`config.mk`:
```
export PLATFORM = sky130hd
export DESIGN_NAME = crpm_ctrl
export DESIGN_NICKNAME = d
export VERILOG_FILES = /design/src/crpm_pkg.sv /design/src/crpm_ctrl.sv
export SDC_FILE = /design/constraint.sdc
export NUM_CORES = 1
export LEC_CHECK = 0
export ABC_AREA = 0
export BUFFER_PORTS_ARGS = -buffer_cell sky130_fd_sc_hd__buf_2
export CAP_MARGIN = 20
export CORE_ASPECT_RATIO = 1.2
export CORE_UTILIZATION = 40
export DETAILED_ROUTE_END_ITERATION = 7
export HOLD_SLACK_MARGIN = 0.02
export PLACE_DENSITY = 0.67
export SLEW_MARGIN = 10
export SYNTH_ARGS = -nofsm -noshare
export SYNTH_HDL_FRONTEND = slang
export SYNTH_SLANG_ARGS = --single-unit
```
`constraint.sdc`:
```
create_clock -name clk -period 2 [get_ports clk]
set_clock_uncertainty 0.1 [all_clocks]
set_input_delay 0 -clock clk [delete_from_list [all_inputs] [get_ports clk]]
set_output_delay 0 -clock clk [all_outputs]
set_load 0.02 [all_outputs]
```
`src/crpm_pkg.sv`:
```
// Shared types, constants and helper functions for the cell ring projection mixer.
`timescale 1ns / 1ps
`default_nettype none
package crpm_pkg;

  localparam int CELLS_DEF = 64;
  localparam int CHANNELS  = 4;
  localparam int VSTEP     = 9;

  localparam logic [63:0] K_CH    = 64'h9E3779B97F4A7C15;
  localparam logic [63:0] K_CELL  = 64'h517cc1b727220a95;
  localparam logic [63:0] K_FMIX1 = 64'hff51afd7ed558ccd;
  localparam logic [63:0] K_FMIX2 = 64'hc4ceb9fe1a85ec53;

  localparam logic [1:0] ACT_LOAD  = 2'd0;
  localparam logic [1:0] ACT_XOR   = 2'd1;
  localparam logic [1:0] ACT_QUERY = 2'd2;

  typedef enum logic [1:0] {
    KIND_LOAD   = 2'd0,
    KIND_XOR    = 2'd1,
    KIND_QUERY  = 2'd2,
    KIND_REJECT = 2'd3
  } kind_t;

  typedef enum logic [1:0] {
    RD_C = 2'd0,
    RD_L = 2'd1,
    RD_R = 2'd2,
    RD_V = 2'd3
  } rd_sel_t;

  typedef enum logic [2:0] {
    M_HOLD         = 3'd0,
    M_LOAD_C       = 3'd1,
    M_XOR_ROTL_L   = 3'd2,
    M_XOR_ROTR_R   = 3'd3,
    M_XOR_ROTL_V   = 3'd4,
    M_XOR_PROD     = 3'd5,
    M_XOR_PROD_SH  = 3'd6,
    M_LOAD_PROD_SH = 3'd7
  } m_op_t;

  typedef enum logic [1:0] {
    MUL_CH   = 2'd0,
    MUL_CELL = 2'd1,
    MUL_K1   = 2'd2,
    MUL_K2   = 2'd3
  } mul_sel_t;

  // Partial products of a 64x64 multiply kept modulo 2^64.
  typedef enum logic [1:0] {
    PH_LO = 2'd0,
    PH_MA = 2'd1,
    PH_MB = 2'd2
  } mul_ph_t;

  typedef struct packed {
    logic     capture;
    logic     rd_en;
    rd_sel_t  rd_sel;
    logic     wr_en;
    logic     wr_xor;
    m_op_t    m_op;
    logic     mul_en;
    mul_sel_t mul_sel;
    mul_ph_t  mul_ph;
    logic     emit;
    logic     emit_ok;
    logic     emit_proj;
  } dp_cmd_t;

  typedef struct packed {
    kind_t kind;
  } dp_stat_t;

  function automatic logic [63:0] rotl64(input logic [63:0] v, input logic [5:0] s);
    logic [127:0] t;
    t = {v, v} << s;
    return t[127:64];
  endfunction

  function automatic logic [63:0] rotr64(input logic [63:0] v, input logic [5:0] s);
    logic [127:0] t;
    t = {v, v} >> s;
    return t[63:0];
  endfunction

  function automatic logic [31:0] fold32(input logic [63:0] x);
    return x[31:0] ^ x[63:32];
  endfunction

endpackage
`default_nettype wire

```
`src/crpm_ctrl.sv`:
```
// Controller state machine that sequences loads, xors, projection queries and rejects.
`timescale 1ns / 1ps
`default_nettype none
module crpm_ctrl (
  input  logic               clk,
  input  logic               rst_n,
  input  logic               start,
  output logic               busy,
  input  crpm_pkg::dp_stat_t stat,
  output crpm_pkg::dp_cmd_t  cmd
);
  import crpm_pkg::*;

  typedef enum logic [12:0] {
    S_IDLE   = 13'b0000000000001,
    S_WRITE  = 13'b0000000000010,
    S_XREAD  = 13'b0000000000100,
    S_XWRITE = 13'b0000000001000,
    S_RD_C   = 13'b0000000010000,
    S_RD_L   = 13'b0000000100000,
    S_RD_R   = 13'b0000001000000,
    S_RD_V   = 13'b0000010000000,
    S_MIX_V  = 13'b0000100000000,
    S_MUL    = 13'b0001000000000,
    S_APPLY  = 13'b0010000000000,
    S_EMIT   = 13'b0100000000000,
    S_REJECT = 13'b1000000000000
  } state_t;

  state_t   state_r, state_nxt;
  mul_sel_t job_r, job_nxt;
  mul_ph_t  ph_r, ph_nxt;

  assign busy = (state_r != S_IDLE);

  always_comb begin
    state_nxt = state_r;
    job_nxt   = job_r;
    ph_nxt    = ph_r;
    cmd       = '0;
    case (state_r)
      S_IDLE: begin
        if (start) begin
          cmd.capture = 1'b1;
          case (stat.kind)
            KIND_LOAD:  state_nxt = S_WRITE;
            KIND_XOR:   state_nxt = S_XREAD;
            KIND_QUERY: state_nxt = S_RD_C;
            default:    state_nxt = S_REJECT;
          endcase
        end
      end
      S_WRITE: begin
        cmd.wr_en   = 1'b1;
        cmd.emit    = 1'b1;
        cmd.emit_ok = 1'b1;
        state_nxt   = S_IDLE;
      end
      S_XREAD: begin
        cmd.rd_en  = 1'b1;
        cmd.rd_sel = RD_C;
        state_nxt  = S_XWRITE;
      end
      S_XWRITE: begin
        cmd.wr_en   = 1'b1;
        cmd.wr_xor  = 1'b1;
        cmd.emit    = 1'b1;
        cmd.emit_ok = 1'b1;
        state_nxt   = S_IDLE;
      end
      // Each read's registered data is mixed in by the state that follows the read.
      S_RD_C: begin
        cmd.rd_en  = 1'b1;
        cmd.rd_sel = RD_C;
        state_nxt  = S_RD_L;
      end
      S_RD_L: begin
        cmd.rd_en  = 1'b1;
        cmd.rd_sel = RD_L;
        cmd.m_op   = M_LOAD_C;
        state_nxt  = S_RD_R;
      end
      S_RD_R: begin
        cmd.rd_en  = 1'b1;
        cmd.rd_sel = RD_R;
        cmd.m_op   = M_XOR_ROTL_L;
        state_nxt  = S_RD_V;
      end
      S_RD_V: begin
        cmd.rd_en  = 1'b1;
        cmd.rd_sel = RD_V;
        cmd.m_op   = M_XOR_ROTR_R;
        state_nxt  = S_MIX_V;
      end
      S_MIX_V: begin
        cmd.m_op  = M_XOR_ROTL_V;
        job_nxt   = MUL_CH;
        ph_nxt    = PH_LO;
        state_nxt = S_MUL;
      end
      S_MUL: begin
        cmd.mul_en  = 1'b1;
        cmd.mul_sel = job_r;
        cmd.mul_ph  = ph_r;
        case (ph_r)
          PH_LO:   ph_nxt = PH_MA;
          PH_MA:   ph_nxt = PH_MB;
          default: state_nxt = S_APPLY;
        endcase
      end
      S_APPLY: begin
        ph_nxt = PH_LO;
        case (job_r)
          MUL_CH: begin
            cmd.m_op  = M_XOR_PROD;
            job_nxt   = MUL_CELL;
            state_nxt = S_MUL;
          end
          MUL_CELL: begin
            cmd.m_op  = M_XOR_PROD_SH;
            job_nxt   = MUL_K1;
            state_nxt = S_MUL;
          end
          MUL_K1: begin
            cmd.m_op  = M_LOAD_PROD_SH;
            job_nxt   = MUL_K2;
            state_nxt = S_MUL;
          end
          default: begin
            cmd.m_op  = M_LOAD_PROD_SH;
            state_nxt = S_EMIT;
          end
        endcase
      end
      S_EMIT: begin
        cmd.emit      = 1'b1;
        cmd.emit_ok   = 1'b1;
        cmd.emit_proj = 1'b1;
        state_nxt     = S_IDLE;
      end
      S_REJECT: begin
        cmd.emit  = 1'b1;
        state_nxt = S_IDLE;
      end
      default: state_nxt = S_IDLE;
    endcase
  end

  always_ff @(posedge clk) begin
    if (!rst_n) begin
      state_r <= S_IDLE;
      job_r   <= MUL_CH;
      ph_r    <= PH_LO;
    end else begin
      state_r <= state_nxt;
      job_r   <= job_nxt;
      ph_r    <= ph_nxt;
    end
  end

`ifndef SYNTH
  a_accept_leaves_idle: assert property (@(posedge clk) disable iff (!rst_n)
    (start && state_r == S_IDLE) |=> (state_r != S_IDLE))
    else $error("accepted item did not leave idle");

  a_emit_returns_idle: assert property (@(posedge clk) disable iff (!rst_n)
    cmd.emit |=> (state_r == S_IDLE))
    else $error("controller not idle after emitting a result");

  a_mul_done_applies: assert property (@(posedge clk) disable iff (!rst_n)
    (state_r == S_MUL && ph_r == PH_MB) |=> (state_r == S_APPLY))
    else $error("multiply did not finish after its last partial product");
`endif

endmodule
`default_nettype wire

```
==> out/summary.log, run 1 <==
qor: critical_path.ff2ff_setup_slack 0.18 ns
qor: critical_path.worstSetupPathDepth 6
qor: critical_path.timing.critical_path.required 1.90 ns
qor: die.core_region_area 0.00253 sq mm
qor: route.drt.antenna.violating_nets 0
qor: yosys.yosysWarnings 0
qor: placement.dpl_cell_area 0.00123 sq mm
qor: power.sequential_share_of_power 51.5%
qor: critical_path.worstSetupPathType flip-flop to primary output
qor: sta.rsz_0062_raised_after_global_routing yes
qor: final_layout.insertedDiodeCount 0
qor: critical_path.r2r-end ph_r[0]
qor: cts.clk_transition_reported_paths 0.10 ns
qor: yosys.number_of_register_bits_inferred_by_synthesis 17
qor: yosys.proportion_of_synthesized_chip_area_in_sequential_cells 32.3%
qor: power.p_switching 0.191 mW
qor: die.floorplan.die.height 58.3 microns
qor: critical_path.worstPathCellList nor4_4, buf_4, nand3_2, or3_4, o22ai_2, buf_6
qor: critical_path.critPathMaxFanout 5
qor: die.floorplan.rows 20
qor: sta.achievable-frequency 522 MHz
qor: global_route.grt_antenna_before_repair 0
qor: min_path.hold_path_class input pin to flip-flop
qor: yosys.synthCells 127
qor: sta.layout_min_cycle_time 1.91 ns
qor: route.drt_pass1_iterations 4
qor: critical_path.standard_cell_with_the_maximum_stage_delay_on_the_critical_path sky130_fd_sc_hd__or3_4
qor: placement.port_buffers 22
qor: sta.final.setup.tns 0 ns
qor: sta.layout_worst_path_cycle_share 95.7%
qor: route.routed-via-count 1,035
qor: final_layout.drive_above_1_share 34.4%
qor: min_path.whs_path_depth 3
qor: yosys.postSynthAreaPerCell 8.31 sq um
qor: power.power_report.internal_total 0.491 mW
qor: final_layout.instances_no_fill 196
qor: power.pwr-share-clk 27.3%
qor: die.initial_core_util 41.7%
qor: placement.hpwl 1790 microns
qor: yosys.synth.area.top_cells sky130_fd_sc_hd__dfxtp_1 32%, sky130_fd_sc_hd__ha_1 5.9%, sky130_fd_sc_hd__nor3b_1 4.3%, sky130_fd_sc_hd__nor3_1 3.3%, sky130_fd_sc_hd__o21ai_0 3.3%
qor: sta.worst_pin_slew 0.380 ns
qor: route.routed_via_density 5.28
qor: route.drc 0
qor: critical_path.cp-startpoint state_r[0]
qor: yosys.synthesis.nets 137
qor: final_layout.final_design_area_no_fill 0.00140 sq mm
qor: die.die_x 48.9 microns
qor: power.ir_drop 0.373 mV
qor: cts.root_buffer sky130_fd_sc_hd__clkbuf_4
qor: run.cap_violations 0
qor: cts.numClockSinks 17
qor: cts.cts_max_path_buffers 2
qor: final_layout.design.final.nets 174
qor: power.power_share_of_the_combinational_group 21.2%
qor: power.cell_leakage_power 0.588 nW
qor: die.ios 23
qor: global_route.grt_max_degree 10
qor: cts.clock_tree_from_tritoncts built
qor: placement.numPlacedInstances 183
qor: route.wire_length_after_detailed_routing 2490 microns
qor: sta.slew_headroom 74.5%
qor: sta.timing_max_transition_violations_final 0
qor: global_route.first_global_vias 987
qor: yosys.synthDominantCellAreaShare 32.3%
qor: route.drt_iter0_drc 14
qor: global_route.grt_util_all_layers 19.7%
qor: power.p_sw_share 28.0%
qor: cts.cts_buffers 3
qor: yosys.ys_types 41
qor: yosys.synth_top_cell_by_area sky130_fd_sc_hd__dfxtp_1
qor: critical_path.cp_data_arrival_time 1.81 ns
qor: cts.ctsHtreeMaxLevel 1
qor: yosys.synthFlopType sky130_fd_sc_hd__dfxtp_1
qor: final_layout.synthToLayoutAreaGrowth 32.3%
qor: yosys.synth_edf_count 0
qor: critical_path.cp_num_buf_inv 2
qor: critical_path.critical_path.top_delay_family simple AND/OR/NAND/NOR gates
qor: critical_path.reg2reg_launch_point state_r[7]
qor: sta.finalHoldViolCount 0
qor: global_route.global_route.overflow_total 0
qor: critical_path.worst_setup_path_endpoint cmd[8]
qor: critical_path.worst_path_largest_cell_delay 0.37 ns
qor: global_route.grt_pass1_wl 4230 microns
qor: placement.finalWeightedCongestion 0.815
qor: critical_path.critPathCaptureType primary output
qor: critical_path.worst_setup_path_start_kind flip-flop
qor: die.die_area 0.00285 sq mm
qor: route.wl_per_cell 12.7 microns
qor: sta.finalSetupViolCount 0
qor: yosys.mappedNetlistArea 0.00105 sq mm
qor: power.power-per-cell-area 489 mW/mm^2
qor: critical_path.worst-r2r-cell-count 5
qor: yosys.postSynth.asyncResetShare 0%
qor: cts.clock_insertion_delay_at_the_later_pin_of_the_skew_report 0.29 ns
qor: outcome.outcome finished, final reports clean
[worst min path at each step]
stage | startpoint | end | slack, ns
after floorplan | stat[0] | state_r[4] | -0.02
after global placement | stat[1] | state_r[2] | 0.11
after detailed placement | stat[0] | state_r[4] | 0.11
after CTS | stat[1] | state_r[1] | 0.31
after global routing | stat[0] | state_r[4] | 0.36
final | stat[1] | state_r[1] | 0.33
[cell usage in the layout, fill, tap and decap left out, drive strengths merged, types with 5 or more instances in the layout]
master  Yosys  routed
inv         7       7
buf         2      35
nor3b       6       6
o21ai       8       8
nand2       7       7
dfxtp      17      17
nor3        8       8
nor4        5       5
nor2        9       9
nand3       6       6
ha          5       5
[metrics by stage]
| step | power [mW] | util [%] | setup slack, ns | hold WS [ns] |
|---|---|---|---|---|
| 2_1_floorplan | 0.429 | - | 0.0268 | -0.0242 |
| 6_report | 0.682 | 55.2 | 0.0851 | 0.334 |
| 4_1_cts | 0.683 | 53.6 | 0.0114 | 0.314 |
| 3_3_place_gp | 0.476 | 48.8 | 0.168 | 0.108 |
| 3_5_place_dp | 0.478 | 48.8 | 0.116 | 0.109 |
| 5_1_grt | 0.715 | 55.2 | -0.0337 | 0.360 |
[flip-flops by register name, summed over array words and instances (netlist names)]
register	count
job_r	2
ph_r	2
state_r	13
[cell type report]
cell class,count,area (sq um)
multi-input cells,96,694
fillers,248,1130
repair buffers,39,256
inverters,7,26.3
flip-flops and latches,17,350
well taps,33,41.3
clock buffers,4,26.3
[power groups by stage]
stage	clock, mW	sequential [mW]	combinational [mW]
CTS	0.197	0.349	0.137
detailed placement	0	0.359	0.118
floorplan	0	0.357	0.0718
global route	0.204	0.352	0.158
finish	0.186	0.351	0.145
global placement	0	0.359	0.117
[cell families (layout without fill, tap and decap cells)]
| group | count (synthesis) | after routing | synth area share (%) |
|---|---|---|---|
| flip-flops | 17 | 17 | 32.3 |
| AND/OR/NAND/NOR | 63 | 63 | 38.4 |
| adder cells (fa/ha/maj) | 5 | 5 | 5.93 |
| AO/OA/AOI/OAI | 21 | 21 | 11.9 |
| XOR/XNOR | 7 | 7 | 5.81 |
| buffers and inverters | 14 | 50 | 5.69 |
[what timing repair did]
action | 4_1_cts | 5_1_grt
hold buffers | 4 | 0
buffers inserted | 4 | 1
pin swaps | 3 | 2
resized for setup | 8 | 9
endpoints found under the hold margin | 6 | 0
endpoints found under the setup margin | 4 | 14
[layer usage]
metal  up-vias  GRT usage [%]  wire length (microns)
li1        529              -                      -
met1       478           22.0                   1070
met2        23           34.9                   1300
met3         5           3.67                     71
met4         0           11.3                     41
met5         -              0                      0
[worst reg2reg max path: stages, from the launching register on]
cell and delay [ns]:
sky130_fd_sc_hd__dfxtp_2 0.39, sky130_fd_sc_hd__nor4_4 0.28, sky130_fd_sc_hd__buf_4 0.19, sky130_fd_sc_hd__nand3_2 0.15, sky130_fd_sc_hd__or4_1 0.49, sky130_fd_sc_hd__a21oi_1 0.16
[synth_stat cells, types with 2 or more instances]
cell and instances:
sky130_fd_sc_hd__dfxtp_1 17, sky130_fd_sc_hd__nor2_1 9, sky130_fd_sc_hd__inv_1 7, sky130_fd_sc_hd__nand2_1 7, sky130_fd_sc_hd__nor3_1 7, sky130_fd_sc_hd__o21ai_0 7
sky130_fd_sc_hd__nor3b_1 6, sky130_fd_sc_hd__clkbuf_1 5, sky130_fd_sc_hd__ha_1 5, sky130_fd_sc_hd__nand3_1 5, sky130_fd_sc_hd__a21oi_1 4, sky130_fd_sc_hd__xnor2_1 4
sky130_fd_sc_hd__nor4_1 3, sky130_fd_sc_hd__or3_1 3, sky130_fd_sc_hd__xor2_1 3, sky130_fd_sc_hd__a21o_1 2, sky130_fd_sc_hd__and2_1 2, sky130_fd_sc_hd__and3_1 2
sky130_fd_sc_hd__nand2b_1 2, sky130_fd_sc_hd__nand3b_1 2, sky130_fd_sc_hd__nand4_1 2, sky130_fd_sc_hd__nor4b_1 2, sky130_fd_sc_hd__o22ai_1 2, sky130_fd_sc_hd__o31ai_1 2
Power figures use the tool's default switching activity.
==> run 2: changes to the inputs <==
--- a/config.mk
+++ b/config.mk
@@ -9,10 +9,10 @@
 export BUFFER_PORTS_ARGS = -buffer_cell sky130_fd_sc_hd__buf_2
 export CAP_MARGIN = 20
 export CORE_ASPECT_RATIO = 1.2
-export CORE_UTILIZATION = 40
+export CORE_UTILIZATION = 53
 export DETAILED_ROUTE_END_ITERATION = 7
 export HOLD_SLACK_MARGIN = 0.02
-export PLACE_DENSITY = 0.67
+export PLACE_DENSITY = 0.83
 export SLEW_MARGIN = 10
 export SYNTH_ARGS = -nofsm -noshare
 export SYNTH_HDL_FRONTEND = slang
==> run 2 against run 1 <==
Effect of this change:
- combinational power down 7%
- worst setup slack worse by 0.099 ns
- clock power up 6%
- power up 0.40%
- the flow now finishes with violations (negative setup slack)
- global-route usage up 5.2 points
- wire length up 2.5%
- sequential power about the same
- via count up 1.4%
- maximum frequency down 4.9%
- highest routed layer unchanged
==> out/summary.log, run 2 (synthesis gave the netlist of run 1 again) <==
qor: route.met2_wirelength 1400 microns
qor: cts.ctsHtreeMaxLevel 1
qor: min_path.whs_path_depth 3
qor: critical_path.worstSetupPathType flip-flop to primary output
qor: final_layout.largest_register_ffs 13
qor: power.pwr-share-clk 29.0%
qor: placement.hpwl 1810 microns
qor: power.p_sw_share 29.3%
qor: min_path.hold_path_class input pin to flip-flop
qor: outcome.violated_checks negative setup slack
qor: power.power-per-cell-area 494 mW/mm^2
qor: critical_path.r2r-end ph_r[0]
qor: die.ios 23
qor: critical_path.worst_path_largest_cell_delay 0.43 ns
qor: cts.cts_max_path_buffers 2
qor: global_route.grt_antenna_before_repair 0
qor: die.core_region_area 0.00185 sq mm
qor: cts.clock_tree_from_tritoncts built
qor: final_layout.instances_no_fill 184
qor: cts.cts_buffers 3
qor: route.met3_length 66 microns
qor: critical_path.worst_setup_path_start_kind flip-flop
qor: power.p_switching 0.200 mW
qor: outcome.outcome finished with violations
qor: sta.timing_max_transition_violations_final 0
qor: global_route.grt_max_degree 10
qor: critical_path.reg2reg_launch_point state_r[0]
qor: global_route.global_route.overflow_total 0
qor: global_route.grt_util_all_layers 24.9%
qor: die.die_x 42.7 microns
qor: sta.rsz_0062_raised_after_global_routing yes
qor: global_route.first_global_vias 969
qor: power.power_report.internal_total 0.484 mW
qor: final_layout.n_fill_cell 132
qor: route.wirelength_met1 1040 microns
qor: critical_path.ff2ff_setup_slack 0.12 ns
qor: cts.numClockSinks 17
qor: route.drt_pass1_iterations 4
qor: sta.finalWorstSetupSlack -0.0136 ns
qor: sta.finalHoldWorstSlack 0.323 ns
qor: power.cell_leakage_power 0.592 nW
qor: die.floorplan.rows 17
qor: power.power_share_of_the_combinational_group 19.7%
qor: final_layout.area_of_combinational_cells_with_multiple_inputs 671 sq um
qor: cts.root_buffer sky130_fd_sc_hd__clkbuf_4
qor: die.die_area 0.00217 sq mm
qor: final_layout.drive_above_1_share 35.8%
qor: min_path.holdPathEnd state_r[1]
qor: placement.numPlacedInstances 171
qor: route.drt.antenna.violating_nets 0
qor: route.drt_iter0_drc 15
qor: critical_path.standard_cell_with_the_maximum_stage_delay_on_the_critical_path sky130_fd_sc_hd__or3_4
qor: critical_path.worst-r2r-cell-count 6
qor: route.wl_per_cell 13.8 microns
qor: route.top_signal_layer_used met4
qor: route.routed_via_density 5.71
qor: final_layout.layout_top_registers state_r: 13 flops, job_r: 2 flops, ph_r: 2 flops
qor: sta.layout_min_cycle_time 2.01 ns
qor: critical_path.cp_data_arrival_time 1.91 ns
qor: run.cap_violations 0
qor: final_layout.design.final.nets 176
qor: die.floorplan.die.height 50.9 microns
qor: critical_path.cp-startpoint state_r[7]
qor: route.drc 0
qor: power.sequential_share_of_power 51.3%
qor: final_layout.sequential_cell_area 353 sq um
qor: cts.clk_transition_reported_paths 0.11 ns
qor: sta.layout_worst_path_cycle_share 101%
qor: placement.port_buffers 22
qor: route.routed-via-count 1,050
qor: critical_path.critPathCaptureType primary output
qor: placement.finalWeightedCongestion 0.852
qor: final_layout.commonest_cells_after_routing_fill_and_taps_aside 17 x sky130_fd_sc_hd__buf_2, 17 x sky130_fd_sc_hd__buf_4, 9 x sky130_fd_sc_hd__dfxtp_1, 8 x sky130_fd_sc_hd__nor2_1
qor: critical_path.critPathMaxFanout 4
qor: final_layout.insertedDiodeCount 0
qor: sta.finalSetupViolCount 2
qor: critical_path.worstPathCellList nor4_4, buf_4, nand4b_1, or3_4, nand2b_1, buf_6
qor: final_layout.synthToLayoutAreaGrowth 31.4%
qor: global_route.grt_pass1_wl 4130 microns
qor: sta.achievable-frequency 497 MHz
qor: final_layout.regMostFlops state_r
qor: sta.slew_headroom 75.9%
qor: critical_path.timing.critical_path.required 1.90 ns
qor: die.initial_core_util 57.0%
qor: cts.clock_insertion_delay_at_the_later_pin_of_the_skew_report 0.31 ns
qor: sta.finalHoldViolCount 0
qor: power.ir_drop 0.368 mV
qor: sta.worst_pin_slew 0.359 ns
qor: route.wire_length_after_detailed_routing 2550 microns
qor: min_path.hold_path_startpoint stat[1]
==> run 2: layout make-up <==
cell class | count | area share, %
multi-input combinational | 96 | 48.4
sequential | 17 | 25.5
timing repair buffer | 41 | 20.7
clock buffer | 4 | 1.90
inverter | 7 | 1.90
tap | 19 | 1.71
==> run 2: worst max path at each step <==
stage,endpoint,cells after the start
2_1_floorplan,state_r[0],5
3_3_place_gp,cmd[2],6
3_5_place_dp,cmd[2],6
4_1_cts,cmd[2],6
5_1_grt,cmd[1],6
6_report,cmd[1],6
==> run 2: worst max-delay path, delay by kind of cell, from the launching register on <==
kind	cells	cell delay [ns]
DFF	1	0.38
and+or+nand+nor	4	0.94
buffers and inverters	2	0.28
==> run 2: metal layers <==
layer	vias up	track usage, %
li1	531	-
met1	496	27.1
met2	18	47.5
met3	5	3.18
met4	0	9.38
met5	-	0
==> run 2: timing repair <==
item,4_1_cts,5_1_grt
cloned,0,0
hold endpoints to repair,6,0
pin swaps,2,2
buffers inserted,3,2
hold buffers,4,0
gates resized for setup,6,16
endpoints found under the setup margin,5,9
==> run 2: power groups by stage <==
| stage | Sequential, mW | Clock (mW) | Combinational (mW) |
|---|---|---|---|
| final | 0.351 | 0.198 | 0.135 |
| after global placement | 0.359 | 0 | 0.116 |
| after global routing | 0.352 | 0.212 | 0.147 |
| after floorplan | 0.357 | 0 | 0.0718 |
| after detailed placement | 0.359 | 0 | 0.118 |
| after CTS | 0.352 | 0.199 | 0.130 |
==> run 2: metrics by stage <==
stage / power, mW / setup WS [ns] / util, % / cell area (sq um) / TNS [ns]
floorplan: 0.429 / 0.0268 / - / 1050 / 0
global placement: 0.474 / 0.237 / 66.5 / 1230 / 0
detailed placement: 0.477 / 0.160 / 66.5 / 1230 / 0
CTS: 0.681 / 0.00134 / 71.9 / 1330 / 0
global route: 0.712 / -0.0969 / 74.9 / 1390 / -0.324
finish: 0.684 / -0.0136 / 74.9 / 1390 / -0.0220
==> run 3: changes to the inputs <==
--- a/config.mk
+++ b/config.mk
@@ -9,10 +9,12 @@
 export BUFFER_PORTS_ARGS = -buffer_cell sky130_fd_sc_hd__buf_2
 export CAP_MARGIN = 20
 export CORE_ASPECT_RATIO = 1.2
-export CORE_UTILIZATION = 53
+export CORE_UTILIZATION = 55
+export CTS_BUF_LIST = sky130_fd_sc_hd__clkbuf_2
 export DETAILED_ROUTE_END_ITERATION = 7
 export HOLD_SLACK_MARGIN = 0.02
-export PLACE_DENSITY = 0.83
+export PLACE_DENSITY = 0.86
+export RECOVER_POWER = 25
 export SLEW_MARGIN = 10
 export SYNTH_ARGS = -nofsm -noshare
 export SYNTH_HDL_FRONTEND = slang
==> run 3 against run 2 <==
Effect of this change:
- the run still ends with negative setup slack left
- first-iteration DRC count grew to 3.7 times the previous value
- die area is 3.5% lower
- sequential cell count unchanged
- cell area is 5.3% higher
- via count is 7.7% higher
- critical path depth did not move
- wire length increased by 17%
- register-to-register slack improved by 0.02 ns
- maximum frequency fell by 0.69%
- cell count is 1.6% higher
==> out/summary.log, run 3 (synthesis gave the netlist of run 1 again) <==
qor: outcome.outcome finished with violations
qor: outcome.violated_checks negative setup slack
qor: route.met2_wirelength 1590 microns
qor: route.drt_pass1_iterations 4
qor: sta.rsz_0062_raised_after_global_routing yes
qor: die.die_x 42.0 microns
qor: final_layout.instances_no_fill 187
qor: global_route.grt_pass1_wl 4580 microns
qor: placement.dp_worst_setup_slack 0.109 ns
qor: final_layout.final_design_area_no_fill 0.00146 sq mm
qor: global_route.grt_util_all_layers 28.2%
qor: die.floorplan.rows 17
qor: placement.finalWeightedCongestion 0.787
qor: power.fin_total_pwr 0.690 mW
qor: sta.worst_pin_slew 0.405 ns
qor: placement.dpl_cell_area 0.00121 sq mm
qor: placement.numPlacedInstances 168
qor: critical_path.worst_path_largest_cell_delay 0.42 ns
qor: cts.clock_tree_from_tritoncts built
qor: route.wl_per_cell 15.9 microns
qor: critical_path.worstSetupPathType flip-flop to primary output
qor: final_layout.drive_above_1_share 39.3%
qor: sta.final.setup.tns -0.0275 ns
qor: critical_path.critPathMaxFanout 4
qor: critical_path.cp_data_arrival_time 1.93 ns
qor: die.initial_core_util 57.7%
qor: sta.finalSetupViolCount 1
qor: cts.root_buffer sky130_fd_sc_hd__clkbuf_2
qor: global_route.first_global_vias 1,086
qor: power.ir_drop 0.396 mV
qor: final_layout.layout_top_registers state_r: 13 flops, job_r: 2 flops, ph_r: 2 flops
qor: cts.clock_insertion_delay_at_the_later_pin_of_the_skew_report 0.31 ns
qor: cts.numClockSinks 17
qor: sta.finalHoldViolCount 0
qor: critical_path.timing.critical_path.required 1.90 ns
qor: placement.hpwl 1870 microns
qor: critical_path.critical_path.top_delay_family simple AND/OR/NAND/NOR gates
qor: sta.finalWorstSetupSlack -0.0275 ns
qor: run.cap_violations 0
qor: final_layout.synthToLayoutAreaGrowth 38.4%
qor: critical_path.worstPathCellList nor4_4, buf_4, nand3_2, or3_4, o22ai_2, buf_6
qor: cts.cts_buffers 3
qor: critical_path.worst_setup_path_start_kind flip-flop
qor: cts.ctsHtreeMaxLevel 1
qor: sta.layout_min_cycle_time 2.03 ns
qor: power.power-per-cell-area 473 mW/mm^2
qor: sta.finalHoldWorstSlack 0.309 ns
qor: cts.clk_transition_reported_paths 0.18 ns
qor: route.drt_iter0_drc 56
qor: route.met3_length 143 microns
qor: global_route.grt_antenna_before_repair 0
qor: final_layout.finish.utilization 79.8%
qor: final_layout.insertedDiodeCount 0
qor: final_layout.design.final.nets 179
qor: route.top_signal_layer_used met4
qor: critical_path.critPathCaptureType primary output
qor: power.cell_leakage_power 0.616 nW
qor: route.wire_length_after_detailed_routing 2980 microns
qor: critical_path.standard_cell_with_the_maximum_stage_delay_on_the_critical_path sky130_fd_sc_hd__or3_4
qor: route.drc 0
qor: sta.slew_headroom 73.0%
qor: critical_path.cp_num_buf_inv 2
qor: min_path.hold_path_class input pin to flip-flop
qor: route.routed_via_density 6.05
qor: final_layout.layout_commonest_cell sky130_fd_sc_hd__buf_4
qor: die.die_area 0.00210 sq mm
qor: route.wirelength_met1 1190 microns
qor: route.routed-via-count 1,131
qor: die.floorplan.die.height 50.0 microns
qor: sta.timing_max_transition_violations_final 0
qor: die.core_region_area 0.00183 sq mm
qor: route.drt.antenna.violating_nets 0
qor: placement.port_buffers 22
qor: final_layout.regMostFlops state_r
qor: cts.cts_max_path_buffers 2
qor: global_route.global_route.overflow_total 0
qor: sta.layout_worst_path_cycle_share 101%
qor: sta.achievable-frequency 493 MHz
qor: final_layout.commonest_cells_after_routing_fill_and_taps_aside 20 x sky130_fd_sc_hd__buf_4, 16 x sky130_fd_sc_hd__buf_2, 12 x sky130_fd_sc_hd__dfxtp_1, 8 x sky130_fd_sc_hd__nor2_1, 7 x sky130_fd_sc_hd__nand2_1
qor: die.ios 23
qor: final_layout.largest_register_ffs 13
qor: global_route.grt_max_degree 11
-- run 3: cell count changes in the layout (fill, tap and decap cells not counted), sizes merged --
cell	previous run	this run
buf	37	40
clkbuf	4	3
clkinv	0	1
-- run 3: cell type report --
type,count,area (sq um)
Clock buffer,3,15.0
Clock inverter,1,5.00
Fill cell,112,369
Inverter,7,26.3
Multi-Input combinational cell,96,723
Sequential cell,17,352
Tap cell,19,23.8
Timing Repair Buffer,44,315
-- run 3: what timing repair did --
item,CTS,global route
buffers inserted,7,4
hold endpoints to repair,8,0
setup endpoints to repair,8,12
gates resized for setup,9,24
hold buffers,4,0
pin swaps,4,6
-- run 3: where the power goes --
part,total [mW],switching (mW),internal (mW)
combinational,0.176,0.0914,0.0846
clock,0.163,0.117,0.0453
sequential,0.351,0.00798,0.343
total,0.690,0.217,0.473
-- run 3: tightest hold or removal path, cell delays in order --
cell and delay (ns):
sky130_fd_sc_hd__dlygate4sd3_1 0.53, sky130_fd_sc_hd__buf_2 0.13, sky130_fd_sc_hd__nor3_1 0.05
-- run 3: layer usage --
metal	vias up	track usage, %
met5	-	0
met4	0	14.5
met3	8	2.56
met2	51	52.3
met1	534	31.0
li1	538	-
-- run 3: final timing paths --
| check | depth (start not counted) | startpoint | slack (ns) | endpoint |
|---|---|---|---|---|
| worst max-delay path | 6 | state_r[0] | -0.03 | cmd[8] |
| worst min-delay path | 3 | stat[1] | 0.31 | state_r[1] |
| worst max register to register | 5 | state_r[4] | 0.14 | state_r[2] |
| worst min register to register | 2 | ph_r[0] | 0.42 | ph_r[0] |
